## config.mk

```make
export PLATFORM = sky130hd
export DESIGN_NAME = etfi_ctrl
export DESIGN_NICKNAME = d
export VERILOG_FILES = /design/src/etfi_pkg.sv /design/src/etfi_ctrl.sv
export SDC_FILE = /design/constraint.sdc
export NUM_CORES = 1
export LEC_CHECK = 0
export BUFFER_PORTS_ARGS = -buffer_cell sky130_fd_sc_hd__buf_4
export CORE_AREA = 5 5 42 44
export CTS_CLUSTER_SIZE = 16
export DETAILED_ROUTE_END_ITERATION = 6
export DIE_AREA = 0 0 47 49
export PLACE_DENSITY = 0.79
export SLEW_MARGIN = 20
export SYNTH_ARGS = -nofsm -noshare
export SYNTH_HDL_FRONTEND = slang
export SYNTH_SLANG_ARGS = --single-unit
```

## constraint.sdc

```tcl
create_clock -name clk -period 1.5 [get_ports clk]
set_clock_uncertainty 0.1 [all_clocks]
set_input_delay 0.15 -clock clk [delete_from_list [all_inputs] [get_ports clk]]
set_output_delay 0.15 -clock clk [all_outputs]
set_load 0.01 [all_outputs]
```

## src/etfi_pkg.sv

```systemverilog
// ----------------------------------------------------------------------------
// etfi_pkg: shared definitions for the escape-time fractal iterator
// Widths, fixed-point constants, register indexes and the command and status
// types that pass between the controller and the datapath.
// ----------------------------------------------------------------------------
package etfi_pkg;

    localparam int DATA_W     = 48;
    localparam int EXT_W      = DATA_W + 2;
    localparam int IN_W       = 32;
    localparam int CNT_W      = 15;
    localparam int MODE_W     = 2;
    localparam int GAIN_W     = 16;
    localparam int CFG_W      = 16;
    localparam int IDX_W      = 2;

    localparam int FRAC_BITS  = 24;
    localparam int INT_FRAC   = 10;
    localparam int GAIN_FRAC  = 10;
    localparam int ITER_LIMIT = 16384;

    localparam logic [MODE_W-1:0] MODE_QUAD    = 2'd0;
    localparam logic [MODE_W-1:0] MODE_QUARTIC = 2'd1;
    localparam logic [MODE_W-1:0] MODE_INT     = 2'd2;

    localparam logic [IDX_W-1:0] REG_MODE  = 2'd0;
    localparam logic [IDX_W-1:0] REG_MAXIT = 2'd1;
    localparam logic [IDX_W-1:0] REG_GAIN  = 2'd2;

    localparam logic [MODE_W-1:0] MODE_RESET  = MODE_QUAD;
    localparam logic [CNT_W-1:0]  MAXIT_RESET = 15'd1024;
    localparam logic [GAIN_W-1:0] GAIN_RESET  = 16'd2048;

    localparam logic signed [DATA_W-1:0] SAT_MAX = {1'b0, {(DATA_W-1){1'b1}}};
    localparam logic signed [DATA_W-1:0] SAT_MIN = {1'b1, {(DATA_W-1){1'b0}}};

    localparam logic signed [DATA_W-1:0] BAIL_QUAD    = DATA_W'(16) << FRAC_BITS;
    localparam logic signed [DATA_W-1:0] BAIL_QUARTIC = DATA_W'(40) << FRAC_BITS;
    localparam logic signed [DATA_W-1:0] BAIL_INT     = DATA_W'(16) << INT_FRAC;

    // Destination of a multiplier result; also names the operand pair.
    typedef enum logic [1:0] {
        DST_X2,
        DST_Y2,
        DST_T,
        DST_TG
    } dest_t;

    typedef enum logic [1:0] {
        SH_FRAC,
        SH_GAIN,
        SH_NONE
    } shift_t;

    typedef struct packed {
        shift_t sh;
        logic   post;
        dest_t  dst;
    } mul_ctl_t;

    typedef struct packed {
        logic  load;
        logic  mul_issue;
        dest_t mul_dst;
        logic  diff;
        logic  fx_prep;
        logic  fx_write;
        logic  fy_write;
        logic  add_c;
        logic  count_inc;
    } cmd_t;

    typedef struct packed {
        logic go;
    } status_t;

endpackage

```

## src/etfi_ctrl.sv

```systemverilog
// ----------------------------------------------------------------------------
// etfi_ctrl: controller of the escape-time fractal iterator
// Accepts a point, sequences the fixed schedule of one count step (two
// squaring passes in the quartic mode) and raises done when the loop ends.
// ----------------------------------------------------------------------------
module etfi_ctrl (
    input  logic                        clk,
    input  logic                        rst_n,
    input  logic                        start,
    output logic                        busy,
    output logic                        done,
    input  logic [etfi_pkg::MODE_W-1:0] mode,
    input  etfi_pkg::status_t           status,
    output etfi_pkg::cmd_t              cmd
);
    import etfi_pkg::*;

    typedef enum logic [1:0] {
        S_IDLE,
        S_CHECK,
        S_STEP
    } state_t;

    // Phases of one squaring pass; each multiplier result is written to its
    // destination register before the phase that reads it.
    localparam int PH_W = 4;
    localparam logic [PH_W-1:0] PH_SQ_X = 4'd0;
    localparam logic [PH_W-1:0] PH_SQ_Y = 4'd1;
    localparam logic [PH_W-1:0] PH_XY   = 4'd2;
    localparam logic [PH_W-1:0] PH_DIFF = 4'd5;
    localparam logic [PH_W-1:0] PH_TG   = 4'd6;
    localparam logic [PH_W-1:0] PH_FX   = 4'd7;
    localparam logic [PH_W-1:0] PH_FY   = 4'd10;

    state_t          state_reg;
    logic [PH_W-1:0] phase_reg;
    logic            half_reg;
    logic            done_reg;
    logic            last_half;

    assign last_half = (mode != MODE_QUARTIC) || half_reg;

    always_comb
    begin
        cmd           = '0;
        cmd.mul_dst   = DST_X2;
        cmd.add_c     = last_half;
        cmd.load      = (state_reg == S_IDLE) && start;
        if (state_reg == S_STEP)
        begin
            case (phase_reg)
                PH_SQ_X:
                begin
                    cmd.mul_issue = 1'b1;
                    cmd.mul_dst   = DST_X2;
                end
                PH_SQ_Y:
                begin
                    cmd.mul_issue = 1'b1;
                    cmd.mul_dst   = DST_Y2;
                end
                PH_XY:
                begin
                    cmd.mul_issue = 1'b1;
                    cmd.mul_dst   = DST_T;
                end
                PH_DIFF:
                begin
                    cmd.diff = 1'b1;
                end
                PH_TG:
                begin
                    cmd.mul_issue = 1'b1;
                    cmd.mul_dst   = DST_TG;
                    cmd.fx_prep   = 1'b1;
                end
                PH_FX:
                begin
                    cmd.fx_write = 1'b1;
                end
                PH_FY:
                begin
                    cmd.fy_write  = 1'b1;
                    cmd.count_inc = last_half;
                end
                default:
                begin
                end
            endcase
        end
    end

    always_ff @(posedge clk or negedge rst_n)
    begin
        if (!rst_n)
        begin
            state_reg <= S_IDLE;
            phase_reg <= '0;
            half_reg  <= 1'b0;
            done_reg  <= 1'b0;
        end
        else
        begin
            done_reg <= 1'b0;
            case (state_reg)
                S_IDLE:
                begin
                    if (start)
                        state_reg <= S_CHECK;
                end
                S_CHECK:
                begin
                    if (status.go)
                    begin
                        state_reg <= S_STEP;
                        phase_reg <= PH_SQ_X;
                        half_reg  <= 1'b0;
                    end
                    else
                    begin
                        state_reg <= S_IDLE;
                        done_reg  <= 1'b1;
                    end
                end
                S_STEP:
                begin
                    if (phase_reg == PH_FY)
                    begin
                        phase_reg <= PH_SQ_X;
                        if (last_half)
                            state_reg <= S_CHECK;
                        else
                            half_reg <= 1'b1;
                    end
                    else
                    begin
                        phase_reg <= phase_reg + PH_W'(1);
                    end
                end
                default:
                begin
                    state_reg <= S_IDLE;
                end
            endcase
        end
    end

    assign busy = (state_reg != S_IDLE);
    assign done = done_reg;

endmodule

```

==> results of run 1 <==
==> routing by layer <==
metal	part of all wire [%]	wire length [um]
met2	51	911
met5	0	0
met1	42	752
met3	2.6	46
met4	3.4	60
==> worst max-delay path: stages (launching register included) <==
cell and delay [ns]:
sky130_fd_sc_hd__dfrtp_2 0.44, sky130_fd_sc_hd__nor3b_4 0.26, sky130_fd_sc_hd__buf_4 0.15, sky130_fd_sc_hd__and3_4 0.17
sky130_fd_sc_hd__buf_6 0.09
==> final timing paths <==
check	endpoint	slack, ns
max	cmd[8]	-0.13
min	state_reg[0]	0.15
max reg2reg	state_reg[0]	0.06
min reg2reg	half_reg	0.51
max in group asynchronous	phase_reg[1]	1.01
min in group clk	state_reg[0]	0.16
==> kinds of logic (layout without fill, tap and decap cells) <==
| logic type | after synthesis | in the layout | share of synthesized area (%) |
|---|---|---|---|
| buffers and inverters | 10 | 41 | 9.13 |
| AND/OR/NAND/NOR | 34 | 34 | 37.6 |
| flip-flops | 8 | 8 | 34.8 |
| AO/OA/AOI/OAI | 13 | 13 | 18.5 |
==> metrics by stage <==
stage	area, sq um	utilization, %	TNS [ns]	worst slack [ns]
3_5_place_dp	716	51.1	0	0.119
2_1_floorplan	576	-	0	0.143
5_1_grt	921	65.7	-1.18	-0.184
3_3_place_gp	716	51.1	0	0.117
6_report	921	65.7	-0.648	-0.128
4_1_cts	841	60.0	-0.503	-0.122
==> synthesized netlist by cell type, types with 2 or more instances <==
library cell              instances  area (sq um)
sky130_fd_sc_hd__a21oi_1          3          15.0
sky130_fd_sc_hd__buf_2            3          15.0
sky130_fd_sc_hd__dfrtp_1          8           200
sky130_fd_sc_hd__inv_1            4          15.0
sky130_fd_sc_hd__nand2_1          7          26.3
sky130_fd_sc_hd__nor2_1           6          22.5
sky130_fd_sc_hd__nor2b_1          3          18.8
sky130_fd_sc_hd__nor3_1           3          15.0
sky130_fd_sc_hd__nor3b_1          3          22.5
sky130_fd_sc_hd__nor3b_2          2          25.0
sky130_fd_sc_hd__o21ai_1          2          10.0
==> where the power goes <==
part	total (uW)	internal (uW)	leakage [uW]	switching [uW]
Sequential	376	292	0.000101	84.3
Combinational	1000	528	0.000308	475
Clock	180	92.6	0.0000138	87.2
==> cell type report <==
| class | instances | area share, % |
|---|---|---|
| tap | 16 | 2.17 |
| multi-input combinational | 47 | 41.3 |
| timing repair buffer | 34 | 30.3 |
| clock buffer | 3 | 2.45 |
| inverter | 4 | 1.63 |
| sequential | 8 | 22.1 |
==> what timing repair did <==
| action | CTS | global route |
|---|---|---|
| buffers inserted | 4 | 7 |
| endpoints found under the hold margin | 9 | 0 |
| pin swaps | 4 | 3 |
| gates resized for setup | 14 | 7 |
| setup endpoints to repair | 9 | 12 |
| hold buffers | 2 | 0 |
==> flow_summary_export.csv, run 1 <==
group,metric,value,unit
status,outcome,"finished with violations",
status,failed_checks,"negative setup slack",
worst_setup_path,r2r_cells,4,
layout,layout_area_overhead,60.0,%
sta,rsz0062_at_grt,"yes",
global_route,grt_busiest_layer,"met2",
worst_setup_path,critical_path_peak_fanout,4,
route,drt-vias-per-instance,5.40,
floorplanning,io-pin-count,18,
layout,final-seq-area,204,sq um
global_route,antenna_violations_before_repair,0,
sta,timing.max_slew.rel_slack,80.4,%
route,ant_nets,0,
clock_network,cts_made_buffers,3,
worst_setup_path,timing.critical_path.from,"phase_reg[3]",
sta,final_max_slew_viol_count,0,
power,post-layout-total-power,1560,uW
clock_network,worstSkewPairLatency,0.26,ns
sta,finalWorstPathRequiredPeriod,1.63,ns
synthesis,postSynthNetCount,71,
route,dr_total_vias,605,
synthesis,async_flop_share,100,%
sta,fin_crit_sh,109,%
route,first_iter_violations,16,
layout,mostFrequentLayoutCells,"sky130_fd_sc_hd__buf_4 (27), sky130_fd_sc_hd__nor2_1 (6), sky130_fd_sc_hd__nand2_1 (5), sky130_fd_sc_hd__dfrtp_1 (5), sky130_fd_sc_hd__buf_6 (5)",
layout,layout.cells.non_filler,112,
worst_setup_path,critical_path.endpoint_type,"output port",
synthesis,synth_cell_types,32,
run,maxCapViolCount,0,
clock_network,cts_max_path_buffers,2,
worst_setup_path,worst_r2r_startpoint,"phase_reg[3]",
floorplanning,die_area,2300,sq um
placement,routabilityCongestion,0.825,
power,power_density,1690,nW/um^2
worst_setup_path,timing.critical_path.arrival,1.38,ns
synthesis,synthFlopType,"sky130_fd_sc_hd__dfrtp_1",
global_route,grt.overflow.total,0,
clock_network,h-tree-depth,1,
clock_network,cts_tree,"yes",
layout,multiInputGateArea,380,sq um
clock_network,clk_pin_slew_worst_paths,0.06,ns
global_route,gr-usage-met1,20.3,%
placement,placed_instances,96,
floorplanning,floorplan.rows,14,
floorplanning,design.core.area,1400,sq um
synthesis,seq_area_frac_synth,34.8,%
global_route,maximum_number_of_pins_on_one_net_before_global_route_repair,11,
floorplanning,die_y,49,um
layout,mostFrequentLayoutCell,"sky130_fd_sc_hd__buf_4",
layout,antenna_cells,0,
power,power.leakage,0.000423,uW
layout,nets,104,
route,firstDrtPassIters,4,
worst_setup_path,setup.worst_path.start_class,"flop",
synthesis,synth_cells,65,
layout,layout-drive-gt1-share,56.3,%
clock_network,cts.sinks,8,
power,peakVddDrop,0.000922,V
synthesis,synth_area,576,sq um
global_route,groute.usage.overall,15.8,%
route,drt-total-wl,1770,um
sta,tightest_slew,0.293,ns
synthesis,yosysWarnings,0,
placement,dp.final_hpwl,995,um
sta,timing.final.ws_setup,-0.128,ns
layout,layout.filler_cells,106,
worst_setup_path,worst_ep_required_time,1.25,ns
global_route,vias_in_the_first_global_route,596,
synthesis,synth-edff-count,0,
synthesis,synth-seq-cells,8,
floorplanning,die_w,47,um
sta,setup_viol,9,
route,residual_drc,0,
sta,fmaxAchievable,614,MHz
global_route,first_pass_grt_wire_length,2660,um
floorplanning,starting_density_of_the_core,41.1,%
min_path,holdCritPathClass,"in -> async",
global_route,globalRouteMet2Util,24.0,%
placement,portbufs,17,
synthesis,synth.avg_cell_area,8.85,sq um
worst_setup_path,worst-setup-path-type,"reg -> out",
layout,largest_reg_flops,4,
route,drt-wirelength-per-cell,15.8,um
sta,hold_viol_final,0,
sta,timing.hold.ws,0.146,ns
global_route,groute.layer.met3.usage,3.69,%
clock_network,clock-root-buffer,"sky130_fd_sc_hd__clkbuf_4",
Note: power is estimated with default switching activity, not from simulation.
==> inputs of run 2 (changes only) <==
Settings changed: ABC_AREA set to 1, PLACE_DENSITY 0.79 to 0.74, SETUP_SLACK_MARGIN set to 0.05.
Clock period 1.5 ns to 2 ns, I/O delays scaled along.
==> run 2 against run 1 <==
Against the previous run: the flow now finishes without violations; global-route usage decreased by 3.8 points; critical path depth decreased by 1; clock power decreased by 27%; highest routed layer is now met3.
==> flow_summary_export.csv, run 2 <==
group,metric,value,unit
clock_network,post-cts-setup-buffers,0,
worst_setup_path,worst_r2r_startpoint,"state_reg[1]",
global_route,grt.overflow.total,0,
synthesis,synth-edff-count,0,
route,firstDrtPassIters,4,
sta,rsz0062_at_grt,"no",
layout,layout-drive-gt1-share,33.7,%
sta,tightest_slew,0.247,ns
power,power_density,1300,nW/um^2
placement,dp.final_hpwl,930,um
synthesis,synthTopCellsByArea,"sky130_fd_sc_hd__dfrtp_1 (39%), sky130_fd_sc_hd__nand2_1 (9.5%), sky130_fd_sc_hd__nor2_1 (7.3%), sky130_fd_sc_hd__nand3_1 (6.8%), sky130_fd_sc_hd__inv_1 (6.6%)",
clock_network,cts.sinks,8,
layout,mostFrequentLayoutCells,"sky130_fd_sc_hd__buf_4 (17), sky130_fd_sc_hd__nand2_1 (13), sky130_fd_sc_hd__nor2_1 (10)",
sta,fin_crit_sh,82.1,%
floorplanning,io-pin-count,18,
global_route,globalRouteMet2Util,20.6,%
worst_setup_path,worst-setup-path-type,"reg -> out",
synthesis,async_flop_share,100,%
min_path,holdCritPathClass,"in -> reg",
global_route,groute.layer.met3.usage,3.69,%
route,first_iter_violations,9,
route,dr_total_vias,510,
route,ant_nets,0,
sta,finalWorstPathRequiredPeriod,1.64,ns
synthesis,synth_cell_types,20,
sta,final_max_slew_viol_count,0,
clock_network,clock-root-buffer,"sky130_fd_sc_hd__clkbuf_4",
worst_setup_path,worst-r2r-setup-slack,0.78,ns
synthesis,synthFlopType,"sky130_fd_sc_hd__dfrtp_1",
synthesis,synth_area,513,sq um
synthesis,synth.avg_cell_area,7.12,sq um
layout,largest_reg_flops,4,
clock_network,cts_made_buffers,3,
clock_network,h-tree-depth,1,
floorplanning,starting_density_of_the_core,36.6,%
route,drt-vias-per-instance,4.72,
synthesis,seq_area_frac_synth,39.0,%
synthesis,yosysWarnings,0,
synthesis,postSynthNetCount,78,
layout,antenna_cells,0,
worst_setup_path,critical_path.endpoint_type,"output port",
route,drt-wirelength-per-cell,10.4,um
floorplanning,floorplan.rows,14,
global_route,gr-usage-met1,13.4,%
power,peakVddDrop,0.000708,V
sta,fin_tns_setup,0,ns
worst_setup_path,timing.critical_path.from,"phase_reg[0]",
worst_setup_path,timing.critical_path.arrival,1.34,ns
clock_network,cts_tree,"yes",
synthesis,synth-seq-cells,8,
route,drt-total-wl,1130,um
layout,layout_area_overhead,33.7,%
power,post-layout-total-power,892,uW
synthesis,post_synth_most_frequent_cells,"sky130_fd_sc_hd__nand2_1 (13), sky130_fd_sc_hd__nor2_1 (10), sky130_fd_sc_hd__inv_1 (9)",
route,residual_drc,0,
synthesis,synth_cells,72,
clock_network,clk_pin_slew_worst_paths,0.06,ns
status,outcome,"completed",
sta,fmaxAchievable,609,MHz
floorplanning,die_y,49,um
global_route,maximum_number_of_pins_on_one_net_before_global_route_repair,10,
global_route,groute.usage.overall,12.0,%
power,power.leakage,0.000363,uW
global_route,first_pass_grt_wire_length,2050,um
layout,mostFrequentLayoutCell,"sky130_fd_sc_hd__buf_4",
global_route,vias_in_the_first_global_route,514,
worst_setup_path,critical_path_peak_fanout,6,
clock_network,cts_max_path_buffers,2,
synthesis,dominant_cell_by_count_in_the_synthesized_netlist,"sky130_fd_sc_hd__nand2_1",
placement,portbufs,17,
global_route,grt_busiest_layer,"met2",
floorplanning,design.core.area,1400,sq um
sta,setup_viol,0,
sta,hold_viol_final,0,
floorplanning,die_w,47,um
layout,nets,100,
global_route,antenna_violations_before_repair,0,
layout,layout.filler_cells,142,
worst_setup_path,setup.worst_path.start_class,"flop",
clock_network,worstSkewPairLatency,0.26,ns
min_path,holdCritStartpoint,"status",
synthesis,synth_top_area_share,39.0,%
sta,timing.max_slew.rel_slack,83.4,%
synthesis,netlist.top_cell.by_area,"sky130_fd_sc_hd__dfrtp_1",
run,maxCapViolCount,0,
floorplanning,die_area,2300,sq um
worst_setup_path,worst_ep_required_time,1.70,ns
placement,routabilityCongestion,0.760,
[run 2: per-layer routing]
metal / wire (um) / part of all wire [%] / vias up
li1: - / - / 268
met1: 460 / 41 / 230
met2: 608 / 54 / 12
met3: 58 / 5.2 / 0
met4: 0 / 0 / 0
met5: 0 / 0 / -
[run 2: layout make-up]
class	count	area, sq um	area share, %
Tap cell	16	20.0	2.92
Timing Repair Buffer	18	138	20.1
Multi-Input combinational cell	51	260	38.0
Inverter	12	45.0	6.57
Sequential cell	8	200	29.2
Clock buffer	3	22.5	3.28
[run 2: final timing paths]
check | to | cells past startpoint
setup / recovery | cmd[5] | 3
hold / removal | done | 3
setup reg to reg | phase_reg[0] | 6
hold reg to reg | half_reg | 2
max in group asynchronous | done | 2
min in group asynchronous | half_reg | 2
[run 2: metrics by stage]
step	hold WS, ns	std cells	instance area (sq um)	setup WS (ns)	util [%]
after floorplan	-0.196	72	513	0.699	-
after global placement	-0.0776	104	653	0.626	46.6
after detailed placement	-0.0761	104	653	0.634	46.6
after CTS	0.131	108	686	0.352	48.9
after global routing	0.159	108	686	0.195	48.9
final	0.138	108	686	0.359	48.9
[run 2: repair_timing]
action	in CTS	in global routing
endpoints found under the setup margin	0	0
resized for setup	0	0
hold endpoints to repair	8	0
hold buffers	1	0
[run 2: logic make-up (layout without fill, tap and decap cells)]
group           Yosys count  in the layout  share of synthesized area, %
simple gates             44             44                          43.7
buf+inv                  13             33                          10.2
flops                     8              8                          39.0
compound gates            7              7                          7.07
[run 2: where the power goes]
part	total [uW]	leakage (uW)	switching, uW	internal, uW
Combinational	449	0.000245	271	178
Sequential	312	0.000104	85.1	227
Clock	131	0.0000138	62.1	69.2
Total	892	0.000363	418	475
[run 2: worst max-delay path, cell delays in order, from the launching register on]
cell                      delay (ns)
sky130_fd_sc_hd__dfrtp_1        0.48
sky130_fd_sc_hd__inv_1          0.13
sky130_fd_sc_hd__nor4_1         0.31
sky130_fd_sc_hd__buf_4          0.17
